==> src/rtl/core/vdlt_pkg.sv <==
package vdlt_pkg;

    localparam int unsigned WORD_W     = 32;
    localparam int unsigned MAX_VBYTES = 5;
    localparam int unsigned VCNT_W     = 3;

    localparam logic [1:0] FLD_OFFSET = 2'd0;
    localparam logic [1:0] FLD_LINE   = 2'd1;
    localparam logic [1:0] FLD_COLUMN = 2'd2;

    localparam int unsigned QDEPTH  = 2;
    localparam int unsigned QPTR_W  = (QDEPTH > 1) ? $clog2(QDEPTH) : 1;
    localparam int unsigned QCNT_W  = $clog2(QDEPTH + 1);

    typedef struct packed {
        logic [WORD_W-1:0] value;
        logic [1:0]        field;
        logic              done;
        logic              last;
    } vdlt_entry_t;

    function automatic logic [WORD_W-1:0] zigzag_decode(input logic [WORD_W-1:0] v);
        logic [WORD_W-1:0] half;
        half = {1'b0, v[WORD_W-1:1]};
        return v[0] ? ~half : half;
    endfunction

endpackage

==> src/rtl/core/varint_delta_line_table_lookup.sv <==
// Line table lookup over varint / zigzag delta triples.
// Input channel: one table byte per word (table_byte, table_end on the final
//   byte), in_valid / in_stall. Output channel: one word per table with
//   line_number, column_number and passed_target, out_valid / out_stall.
// Config: cfg_wr_en / cfg_wr_data load target_offset; write only while idle.
// Throughput: one byte per cycle while in_stall is low. The front decodes varints and pushes each
//   finished field (or the final byte) into a 2-word queue; the back sums
//   deltas, compares with the target and owns the output register.
// The byte that completes the passing triple or ends the table is written into the queue;
//   the result word is loaded into the output register when the back pops it from the head.
// Bytes after the answer are dropped until the final byte of the table.
// Stall: a held output stalls the back once the next result word reaches the
//   queue head; in_stall rises when the queue holds that word and one more.
//   Payload holds while stalled.
// Reset: all sums, decode state and the queue clear; target_offset is 0.
module varint_delta_line_table_lookup (
    input  logic               clk,
    input  logic               rst_n,
    input  logic               cfg_wr_en,
    input  logic [31:0]        cfg_wr_data,
    input  logic               in_valid,
    output logic               in_stall,
    input  logic [7:0]         table_byte,
    input  logic               table_end,
    output logic               out_valid,
    input  logic               out_stall,
    output logic signed [31:0] line_number,
    output logic signed [31:0] column_number,
    output logic               passed_target
);
    import vdlt_pkg::*;

    logic        q_push;
    logic        q_pop;
    logic        q_valid;
    logic        q_full;
    vdlt_entry_t push_entry;
    vdlt_entry_t head;

    vdlt_front u_front (
        .clk        (clk),
        .rst_n      (rst_n),
        .in_valid   (in_valid),
        .in_stall   (in_stall),
        .table_byte (table_byte),
        .table_end  (table_end),
        .q_full     (q_full),
        .push       (q_push),
        .push_entry (push_entry)
    );

    vdlt_queue u_queue (
        .clk        (clk),
        .rst_n      (rst_n),
        .push       (q_push),
        .push_entry (push_entry),
        .pop        (q_pop),
        .q_valid    (q_valid),
        .q_full     (q_full),
        .head       (head)
    );

    vdlt_back u_back (
        .clk           (clk),
        .rst_n         (rst_n),
        .cfg_wr_en     (cfg_wr_en),
        .cfg_wr_data   (cfg_wr_data),
        .q_valid       (q_valid),
        .head          (head),
        .pop           (q_pop),
        .out_valid     (out_valid),
        .out_stall     (out_stall),
        .line_number   (line_number),
        .column_number (column_number),
        .passed_target (passed_target)
    );

    a_no_push_full: assert property (@(posedge clk) disable iff (!rst_n)
        q_push |-> !q_full)
        else $error("push into full queue");

    a_pop_needs_word: assert property (@(posedge clk) disable iff (!rst_n)
        q_pop |-> q_valid)
        else $error("pop from empty queue");

    a_result_from_queue: assert property (@(posedge clk) disable iff (!rst_n)
        $rose(out_valid) |-> $past(q_pop))
        else $error("result word without a queue pop");

    a_end_byte_pushed: assert property (@(posedge clk) disable iff (!rst_n)
        (in_valid && !in_stall && table_end) |-> q_push)
        else $error("final byte not forwarded to back end");

endmodule

==> src/rtl/core/vdlt_front.sv <==
module vdlt_front (
    input  logic                  clk,
    input  logic                  rst_n,
    input  logic                  in_valid,
    output logic                  in_stall,
    input  logic [7:0]            table_byte,
    input  logic                  table_end,
    input  logic                  q_full,
    output logic                  push,
    output vdlt_pkg::vdlt_entry_t push_entry
);
    import vdlt_pkg::*;

    logic [WORD_W-1:0] acc_reg, acc_next;
    logic [VCNT_W-1:0] cnt_reg, cnt_next;
    logic [1:0]        fld_reg, fld_next;

    logic              accept;
    logic              done;
    logic [5:0]        shamt;
    logic [WORD_W-1:0] shifted;
    logic [WORD_W-1:0] vint;

    always_comb
    begin
        accept = in_valid && !q_full;
        done   = !table_byte[7];
        shamt  = {cnt_reg, 3'b000} - {3'b000, cnt_reg};
        if (cnt_reg < VCNT_W'(MAX_VBYTES))
        begin
            shifted = WORD_W'(table_byte[6:0]) << shamt;
        end
        else
        begin
            shifted = '0;
        end
        vint = acc_reg | shifted;

        push_entry.value = (fld_reg == FLD_OFFSET) ? vint : zigzag_decode(vint);
        push_entry.field = fld_reg;
        push_entry.done  = done;
        push_entry.last  = table_end;
        push = accept && (done || table_end);

        acc_next = acc_reg;
        cnt_next = cnt_reg;
        fld_next = fld_reg;
        if (accept)
        begin
            if (table_end)
            begin
                acc_next = '0;
                cnt_next = '0;
                fld_next = FLD_OFFSET;
            end
            else if (done)
            begin
                acc_next = '0;
                cnt_next = '0;
                fld_next = (fld_reg == FLD_COLUMN) ? FLD_OFFSET : fld_reg + 2'd1;
            end
            else
            begin
                acc_next = vint;
                if (cnt_reg < VCNT_W'(MAX_VBYTES))
                begin
                    cnt_next = cnt_reg + VCNT_W'(1);
                end
            end
        end
    end

    assign in_stall = q_full;

    always_ff @(posedge clk or negedge rst_n)
    begin
        if (!rst_n)
        begin
            acc_reg <= '0;
            cnt_reg <= '0;
            fld_reg <= FLD_OFFSET;
        end
        else
        begin
            acc_reg <= acc_next;
            cnt_reg <= cnt_next;
            fld_reg <= fld_next;
        end
    end

endmodule

==> src/rtl/core/vdlt_queue.sv <==
module vdlt_queue (
    input  logic                  clk,
    input  logic                  rst_n,
    input  logic                  push,
    input  vdlt_pkg::vdlt_entry_t push_entry,
    input  logic                  pop,
    output logic                  q_valid,
    output logic                  q_full,
    output vdlt_pkg::vdlt_entry_t head
);
    import vdlt_pkg::*;

    vdlt_entry_t       slot_reg [QDEPTH];
    logic [QPTR_W-1:0] wr_ptr_reg, wr_ptr_next;
    logic [QPTR_W-1:0] rd_ptr_reg, rd_ptr_next;
    logic [QCNT_W-1:0] cnt_reg, cnt_next;

    function automatic logic [QPTR_W-1:0] ptr_inc(input logic [QPTR_W-1:0] p);
        return (p == QPTR_W'(QDEPTH - 1)) ? '0 : p + QPTR_W'(1);
    endfunction

    always_comb
    begin
        q_valid     = (cnt_reg != '0);
        q_full      = (cnt_reg == QCNT_W'(QDEPTH));
        head        = slot_reg[rd_ptr_reg];
        wr_ptr_next = push ? ptr_inc(wr_ptr_reg) : wr_ptr_reg;
        rd_ptr_next = pop  ? ptr_inc(rd_ptr_reg) : rd_ptr_reg;
        cnt_next    = cnt_reg;
        if (push && !pop)
        begin
            cnt_next = cnt_reg + QCNT_W'(1);
        end
        else if (pop && !push)
        begin
            cnt_next = cnt_reg - QCNT_W'(1);
        end
    end

    always_ff @(posedge clk)
    begin
        if (push)
        begin
            slot_reg[wr_ptr_reg] <= push_entry;
        end
    end

    always_ff @(posedge clk or negedge rst_n)
    begin
        if (!rst_n)
        begin
            wr_ptr_reg <= '0;
            rd_ptr_reg <= '0;
            cnt_reg    <= '0;
        end
        else
        begin
            wr_ptr_reg <= wr_ptr_next;
            rd_ptr_reg <= rd_ptr_next;
            cnt_reg    <= cnt_next;
        end
    end

endmodule

==> src/rtl/core/vdlt_back.sv <==
module vdlt_back (
    input  logic                  clk,
    input  logic                  rst_n,
    input  logic                  cfg_wr_en,
    input  logic [31:0]           cfg_wr_data,
    input  logic                  q_valid,
    input  vdlt_pkg::vdlt_entry_t head,
    output logic                  pop,
    output logic                  out_valid,
    input  logic                  out_stall,
    output logic signed [31:0]    line_number,
    output logic signed [31:0]    column_number,
    output logic                  passed_target
);
    import vdlt_pkg::*;

    logic [WORD_W-1:0] target_reg;
    logic [WORD_W-1:0] pend_off_reg, pend_off_next;
    logic [WORD_W-1:0] pend_line_reg, pend_line_next;
    logic [WORD_W-1:0] off_sum_reg, off_sum_next;
    logic [WORD_W-1:0] line_sum_reg, line_sum_next;
    logic [WORD_W-1:0] col_sum_reg, col_sum_next;
    logic              ans_reg, ans_next;
    logic              out_valid_reg, out_valid_next;
    logic [WORD_W-1:0] line_out_reg, col_out_reg;
    logic              passed_reg;

    logic              live;
    logic              col_triple;
    logic              passed;
    logic              accum;
    logic              emit;
    logic [WORD_W-1:0] sum_off;
    logic [WORD_W-1:0] sum_line;
    logic [WORD_W-1:0] sum_col;
    logic [WORD_W-1:0] line_res;
    logic [WORD_W-1:0] col_res;

    always_comb
    begin
        live       = q_valid && !ans_reg;
        col_triple = live && head.done && (head.field == FLD_COLUMN);
        sum_off    = off_sum_reg + pend_off_reg;
        sum_line   = line_sum_reg + pend_line_reg;
        sum_col    = col_sum_reg + head.value;
        passed     = col_triple && (sum_off > target_reg);
        accum      = col_triple && !passed;
        emit       = live && (passed || head.last);
        pop        = q_valid && (!emit || !out_valid_reg || !out_stall);
        line_res   = accum ? sum_line : line_sum_reg;
        col_res    = accum ? sum_col : col_sum_reg;

        pend_off_next  = pend_off_reg;
        pend_line_next = pend_line_reg;
        off_sum_next   = off_sum_reg;
        line_sum_next  = line_sum_reg;
        col_sum_next   = col_sum_reg;
        ans_next       = ans_reg;
        if (pop)
        begin
            if (head.last)
            begin
                pend_off_next  = '0;
                pend_line_next = '0;
                off_sum_next   = '0;
                line_sum_next  = '0;
                col_sum_next   = '0;
                ans_next       = 1'b0;
            end
            else if (live && head.done)
            begin
                unique case (head.field)
                    FLD_OFFSET: pend_off_next = head.value;
                    FLD_LINE:   pend_line_next = head.value;
                    FLD_COLUMN:
                    begin
                        if (passed)
                        begin
                            ans_next = 1'b1;
                        end
                        else
                        begin
                            off_sum_next  = sum_off;
                            line_sum_next = sum_line;
                            col_sum_next  = sum_col;
                        end
                    end
                    default: ans_next = ans_reg;
                endcase
            end
        end

        if (pop && emit)
        begin
            out_valid_next = 1'b1;
        end
        else if (!out_stall)
        begin
            out_valid_next = 1'b0;
        end
        else
        begin
            out_valid_next = out_valid_reg;
        end
    end

    always_ff @(posedge clk or negedge rst_n)
    begin
        if (!rst_n)
        begin
            target_reg    <= '0;
            pend_off_reg  <= '0;
            pend_line_reg <= '0;
            off_sum_reg   <= '0;
            line_sum_reg  <= '0;
            col_sum_reg   <= '0;
            ans_reg       <= 1'b0;
            out_valid_reg <= 1'b0;
        end
        else
        begin
            if (cfg_wr_en)
            begin
                target_reg <= cfg_wr_data;
            end
            pend_off_reg  <= pend_off_next;
            pend_line_reg <= pend_line_next;
            off_sum_reg   <= off_sum_next;
            line_sum_reg  <= line_sum_next;
            col_sum_reg   <= col_sum_next;
            ans_reg       <= ans_next;
            out_valid_reg <= out_valid_next;
        end
    end

    always_ff @(posedge clk)
    begin
        if (pop && emit)
        begin
            line_out_reg <= line_res;
            col_out_reg  <= col_res;
            passed_reg   <= passed;
        end
    end

    assign out_valid     = out_valid_reg;
    assign line_number   = $signed(line_out_reg);
    assign column_number = $signed(col_out_reg);
    assign passed_target = passed_reg;

endmodule
==> config.mk <==
export PLATFORM = sky130hd
export DESIGN_NAME = varint_delta_line_table_lookup
export DESIGN_NICKNAME = d
export VERILOG_FILES = /design/src/rtl/core/vdlt_pkg.sv /design/src/rtl/core/varint_delta_line_table_lookup.sv /design/src/rtl/core/vdlt_front.sv /design/src/rtl/core/vdlt_queue.sv /design/src/rtl/core/vdlt_back.sv
export SDC_FILE = /design/constraint.sdc
export NUM_CORES = 1
export LEC_CHECK = 0
export ABC_AREA = 1
export BUFFER_PORTS_ARGS = -buffer_cell sky130_fd_sc_hd__buf_4
export CAP_MARGIN = 0
export CORE_UTILIZATION = 60
export DETAILED_ROUTE_END_ITERATION = 12
export MAX_ROUTING_LAYER = met4
export PLACE_DENSITY = 0.75
export SKIP_CTS_REPAIR_TIMING = 1
export SLEW_MARGIN = 25
export SYNTH_ARGS = -nofsm -noshare
export SYNTH_HDL_FRONTEND = slang
export SYNTH_SLANG_ARGS = --single-unit
==> constraint.sdc <==
create_clock -name clk -period 10.2 [get_ports clk]
set_input_delay 2.55 -clock clk [delete_from_list [all_inputs] [get_ports clk]]
set_output_delay 2.55 -clock clk [all_outputs]
set_load 0.1 [all_outputs]
# Word level (Yosys, flattened, before mapping)
# Memory sizes are Yosys's and may differ from the RTL's.
# Cells that the tools add are included.
[totals] register_bits=300 ramBits=72 in_bits=46 out_inout_bits=67 wordCells=124 mem_count=1
[memory_table] memory="u_queue.slot_reg" depth=2 word_bits=36 read_ports=1 rd_ports_with_merged_regs=0 wr=1 line_no="vdlt_queue.sv:13" text="vdlt_entry_t slot_reg [QDEPTH];"
[classes] add_sub_neg=10 magnitude_cmp=2 eq_ne=8 shifts=1 n_mux=43 bitwise=2 n_reduce_logical=40
[op_table] cell="32-bit 2-to-1 mux" count=25
[op_table] cell="32-bit adder" count=3
[op_table] cell="32-bit greater-than comparator" count=1
[op_table] cell="31-bit inverter with 32-bit output" count=1
[op_table] cell="32-bit bitwise OR" count=1
[op_table] cell="7-bit by 6-bit left shift with 32-bit output" count=1
[op_table] cell="2-bit nonzero test" count=7
[op_table] cell="1-bit logical AND" count=12
[op_table] cell="1-bit 2-to-1 mux" count=10
[op_table] cell="2-bit 2-to-1 mux" count=5
[op_table] cell="1-bit logical NOT" count=9
[op_table] cell="3-bit 2-to-1 mux" count=3
[op_table] cell="4-bit AND reduction" count=2
[op_table] cell="2-bit equality test (second input constant)" count=3
[op_table] cell="2-bit by 1-bit inequality test with 1-bit output (second input constant)" count=3
[op_table] cell="3-bit AND reduction" count=2
[op_table] cell="6-bit by 3-bit subtractor with 6-bit output" count=1
[op_table] cell="2-bit by 1-bit adder with 2-bit output (second input constant)" count=2
[op_table] cell="2-bit logical NOT" count=2
[op_table] cell="1-bit logical OR" count=4
[op_table] cell="2-bit AND reduction" count=2
[op_table] cell="3-bit by 1-bit adder with 3-bit output (second input constant)" count=1
[op_table] cell="3-bit < comparator (second input constant)" count=1
[op_table] cell="3-bit by 1-bit inequality test with 1-bit output (second input constant)" count=1
[op_table] cell="other kinds (3)" count=4

# Longest topological paths before layout
[logic_depth] ltp_word=14 depth_mapped=34 depth_no_buf=33

# Cells and area by module
# Synthesis repeated with hierarchy kept, for this count alone.
[hier_totals] hier_cells=2932 hier_area_um2=23048.4
[modules_own_cells] mod="vdlt_back" n_inst=1 cells_each=2309 area_per_inst_um2=16978.8 seq_area_each_um2=6806.5
[modules_own_cells] mod="vdlt_front" n_inst=1 cells_each=486 area_per_inst_um2=3115.5 seq_area_each_um2=925.9
[modules_own_cells] mod="vdlt_queue" n_inst=1 cells_each=137 area_per_inst_um2=2954.1 seq_area_each_um2=2262.2

# Worst setup path after synthesis
# No wires, ideal clock.
[synth_timing] kind="register -> register" from="reg u_back.off_sum_reg[0]" to="reg u_back.col_out_reg[0] (netlist: u_back.column_number[0]), enable pin" setup_time_ns=0.488 arrival_ns=5.742 required_ns=9.712 slack_ns=3.970 stages_incl_launch_ff=24 path_buffers=0 period_less_slack_ns=6.230 path_cell_list="dfrtp_1 > ha_1 > inv_1 > fa_1 > inv_1 > nand2_1 > a21oi_1 > a21oi_1 > o21ai_1 > nand2_1 > o21ai_1 > xnor2_1 > inv_1 > ha_1 > nand2_1 > nor2_1 > nand4_1 > nor2_1 > nand2_1 > nand2_1 > nand3_2 > nand2_2 > nand2_1 > nor2_1"
[synth_via] elab_chain_cells=10
[synth_rtl] element="start, declared" line_no="vdlt_back.sv:20" text="logic [WORD_W-1:0] off_sum_reg, off_sum_next;"
[synth_rtl] element="start signal, assigned" line_no="vdlt_back.sv:128" text="off_sum_reg <= off_sum_next;"
[synth_rtl] element="32-bit adder (*)" line_no="vdlt_back.sv:43" text="sum_off = off_sum_reg + pend_off_reg;"
[synth_rtl] element="32-bit greater-than comparator (*)" line_no="vdlt_back.sv:46" text="passed = col_triple && (sum_off > target_reg);"
[synth_rtl] element="1-bit logical AND (*)" line_no="vdlt_back.sv:46"
[synth_rtl] element="1-bit logical OR (*)" line_no="vdlt_back.sv:48" text="emit = live && (passed || head.last);"
[synth_rtl] element="1-bit logical AND (*)" line_no="vdlt_back.sv:48"
[synth_rtl] element="1-bit logical NOT" line_no="vdlt_back.sv:49" text="pop = q_valid && (!emit || !out_valid_reg || !out_stall);"
[synth_rtl] element="1-bit logical OR (2 in a row)" line_no="vdlt_back.sv:49"
[synth_rtl] element="1-bit logical AND" line_no="vdlt_back.sv:49"
[synth_rtl] element="1-bit logical AND (*)" line_no="vdlt_back.sv:138" text="if (pop && emit)"
[synth_rtl] element="end signal, assigned" line_no="vdlt_back.sv:141" text="col_out_reg <= col_res;"
[synth_rtl] element="end, declared" line_no="vdlt_back.sv:25" text="logic [WORD_W-1:0] line_out_reg, col_out_reg;"
# Every way passes the cells marked *; elsewhere a longest branch is shown, timed or not.
# A chain may end at the register's enable or synchronous reset.

# Worst setup path in the final report
[layout_timing] from="reg u_back.pend_off_reg[0]" to="reg u_back.pend_off_reg[21]"
[layout_via] elab_chain_cells=10
[layout_rtl] element="start, declared" line_no="vdlt_back.sv:18" text="logic [WORD_W-1:0] pend_off_reg, pend_off_next;"
[layout_rtl] element="start signal, assigned" line_no="vdlt_back.sv:126" text="pend_off_reg <= pend_off_next;"
[layout_rtl] element="32-bit adder" line_no="vdlt_back.sv:43"
[layout_rtl] element="32-bit greater-than comparator" line_no="vdlt_back.sv:46"
[layout_rtl] element="1-bit logical AND" line_no="vdlt_back.sv:46"
[layout_rtl] element="1-bit logical OR" line_no="vdlt_back.sv:48"
[layout_rtl] element="1-bit logical AND" line_no="vdlt_back.sv:48"
[layout_rtl] element="1-bit logical NOT" line_no="vdlt_back.sv:49"
[layout_rtl] element="1-bit logical OR (2 in a row)" line_no="vdlt_back.sv:49"
[layout_rtl] element="1-bit logical AND" line_no="vdlt_back.sv:49"
[layout_rtl] element="3-bit AND reduction (no line)"
# Every way passes these cells.

==> impl_results.rst <==
.. list-table::
   :header-rows: 1

   * - Metric
     - Value
   * - Worst-path maximum fanout
     - 66
   * - Initial antenna violation count
     - 1
   * - Die Width
     - 195.5 um
   * - Final-layout fill cell count
     - 3,059
   * - Synth Register Bits
     - 372
   * - Via-to-Cell Ratio
     - 5.647
   * - Cell at the root of the clock tree
     - clkbuf_16
   * - Area fraction of the dominant cell type after synthesis
     - 0.2617
   * - Total clock buffers created by CTS
     - 40
   * - Data arrival at the endpoint of the critical path
     - 5.87 ns
   * - GRT Resource Usage Total
     - 0.3258
   * - Routed met2 length
     - 28,210 um
   * - Global route overflow
     - 0
   * - Highest achievable clock rate
     - 184.7 MHz
   * - Final design utilization
     - 0.6787
   * - Final weighted congestion of routability-driven global placement
     - 1.002
   * - Top layer used by detailed routing
     - met4
   * - IO buf count
     - 112
   * - Pre-Repair DR Iteration Count
     - 6
   * - Via count of the first global-routing pass
     - 18,730
   * - Share of cells above drive strength 1
     - 0.08434
   * - Number of synthesized flops with an enable pin
     - 137
   * - Share of the clock period used by the worst path after layout
     - 0.5309
   * - Flip-flop count of the largest register after layout
     - 72
   * - Number of placed I/O pins
     - 113
   * - TritonCTS clock tree
     - done
   * - Net count of the mapped netlist
     - 3,056
   * - Half-perimeter wire length after placement
     - 43,400 um
   * - Clock Path Buffers
     - 3
   * - Netlist cell types
     - 45
   * - Leading area contributor after synthesis
     - dfrtp_1
   * - Top-count cell post-synth
     - nand2_1
   * - Die Footprint
     - 38,230 um^2
   * - P&R area growth vs syn
     - 10.85%
   * - Clk Latency, worst-skew pair
     - 0.58 ns
   * - Type of the worst setup path
     - reg -> reg
   * - Critical-path cell with the highest stage delay
     - inv_2
   * - Top cells by instance count after synthesis
     - nand2_1 (899), inv_1 (291), nor2_1 (291)
   * - Cell Rows
     - 70
   * - Antenna viol nets, final
     - 0
   * - Required time of the critical path
     - 10.66 ns
   * - Setup Viol. Count Final
     - 0
   * - CP most frequent cell
     - nand2_1
   * - Post-synthesis area per instance
     - 7.805 um^2
   * - Number of max-capacitance violations reported
     - 0
   * - Pin slew with the least headroom to its limit
     - 0.9331 ns
   * - Height of the die
     - 195.5 um
   * - Sum of negative setup slack
     - 0 ns
   * - Min-Delay Path Class
     - reg -> reg
   * - Routed wire length per instance
     - 17.17 um
   * - Critical Path Sink Type
     - flip-flop
   * - Max_slew headroom
     - 0.3779
   * - Seq/Total Area, Yosys
     - 0.4448
   * - Number of vias in the routed layout
     - 19,450
   * - Leading cell types by total area after synthesis
     - dfrtp_1 (26%), edfxtp_1 (18%), nand2_1 (15%), ha_1 (7.1%), o21ai_0 (5.1%)
   * - Tmin final
     - 5.415 ns
   * - Async set or reset register ratio after synthesis
     - 0.6317
   * - Startpoint kind of the worst setup timing path
     - flip-flop
   * - Initial Utilization
     - 0.6123
   * - Delay of the slowest cell on the worst path
     - 0.68 ns
   * - Number of nets in the layout
     - 3,123
   * - Area of the core
     - 36,700 um^2
   * - Routed wire length on met3
     - 3372 um
   * - Syn Std Cell Area
     - 22,470 um^2
   * - Clock skew
     - 0.01338 ns
   * - Remaining design rule violation count
     - 0
   * - Prevailing post-synth register cell
     - dfrtp_1
   * - Largest net degree at the start of global routing
     - 125
   * - H-tree Lvls
     - 2
   * - Count of clock tree sinks
     - 372
   * - First-pass GRT wire length
     - 96,200 um
   * - Unrepaired setup endpoints after global routing
     - no
   * - Outcome
     - completed
   * - Final Max Slew Viols
     - 0
   * - Total routed wire length on the met1 layer
     - 25,550 um
   * - Synth warn
     - 0
   * - Cell count after synthesis
     - 2,879
   * - Overall routed net length
     - 59,130 um
   * - CTS clk-pin slew, worst paths
     - 0.06 ns
   * - Number of antenna diodes
     - 0
   * - Iteration-0 DRC Markers
     - 1,430
   * - Hold Vio Cnt, Final
     - 0
## cells by family after synthesis
group,Yosys count,synth area share
AOI/OAI and AO/OA,486,0.1220
DFF,372,0.4448
and+or+nand+nor,1400,0.2510
xor gates and xnor gates,85,0.03313
muxes,4,0.001838
buffers and inverters,401,0.07333
adders and majority gates,131,0.07395
## routing by layer
layer	up-vias	GRT usage
li1	9538	-
met1	9226	0.4116
met2	566	0.5290
met3	117	0.05164
met4	0	0.1228
met5	-	-
## cells in the final DEF (no fill, tap or decap), drive strengths merged, types with 8 or more instances in the layout
master | netlist | layout
inv | 298 | 299
buf | 32 | 127
a211oi | 23 | 23
edfxtp | 137 | 137
clkbuf | 70 | 56
nor3 | 19 | 19
dfrtp | 235 | 235
ha | 128 | 128
nand4 | 18 | 18
o21ai | 245 | 245
o21a | 8 | 8
xor2 | 38 | 38
o221ai | 34 | 34
nand3 | 124 | 124
nor2 | 293 | 293
nand2 | 903 | 903
clkinv | 1 | 11
xnor2 | 47 | 47
a31oi | 9 | 9
a21o | 14 | 14
or2 | 36 | 36
a21oi | 136 | 136
## metrics by stage
step	worst slack (ns)	hold slack (ns)	area [um^2]	instances
after CTS	4.814	0.4816	24900	3444
after global placement	5.078	0.4599	23550	3372
after floorplan	3.970	0.4459	22470	2879
after detailed placement	4.839	0.4668	23550	3372
final	4.785	0.4817	24910	3444
after global routing	4.126	0.5110	24910	3444
## path summary, 6_finish.rpt
path                                          from                      end  slack (ns)  cells past startpoint
min reg2reg                u_back.pend_off_reg[14]  u_back.pend_off_reg[14]        0.48                      2
max in group asynchronous                    rst_n   u_back.col_sum_reg[19]        7.00                      2
min                        u_back.pend_off_reg[14]  u_back.pend_off_reg[14]        0.48                      2
min in group asynchronous                    rst_n    u_back.target_reg[23]        2.00                      1
max                         u_back.pend_off_reg[0]  u_back.pend_off_reg[21]        4.78                     31
max reg2reg                 u_back.pend_off_reg[0]  u_back.pend_off_reg[21]        4.78                     31
## final cells by class
cell class / count / area, um^2 / area share
Clock buffer: 56 / 1121 / 0.04501
Inverter: 299 / 1124 / 0.04511
Multi-Input combinational cell: 2106 / 10870 / 0.4364
Clock inverter: 16 / 236.5 / 0.009494
Timing Repair Buffer: 127 / 977.2 / 0.03923
Tap cell: 468 / 585.6 / 0.02351
Sequential cell: 372 / 9995 / 0.4013
## worst max-delay path, delay by kind of cell (launching register included)
family	cells	cell delay, ns
and+or+nand+nor	23	2.99
buffers and inverters	4	0.87
DFF	1	0.35
adders and majority gates	3	0.79
AOI/OAI and AO/OA	1	0.27
Power is left out: the tool's default activity adds up to more than one toggle a clock period on the data nets, which glitch-free logic cannot reach.
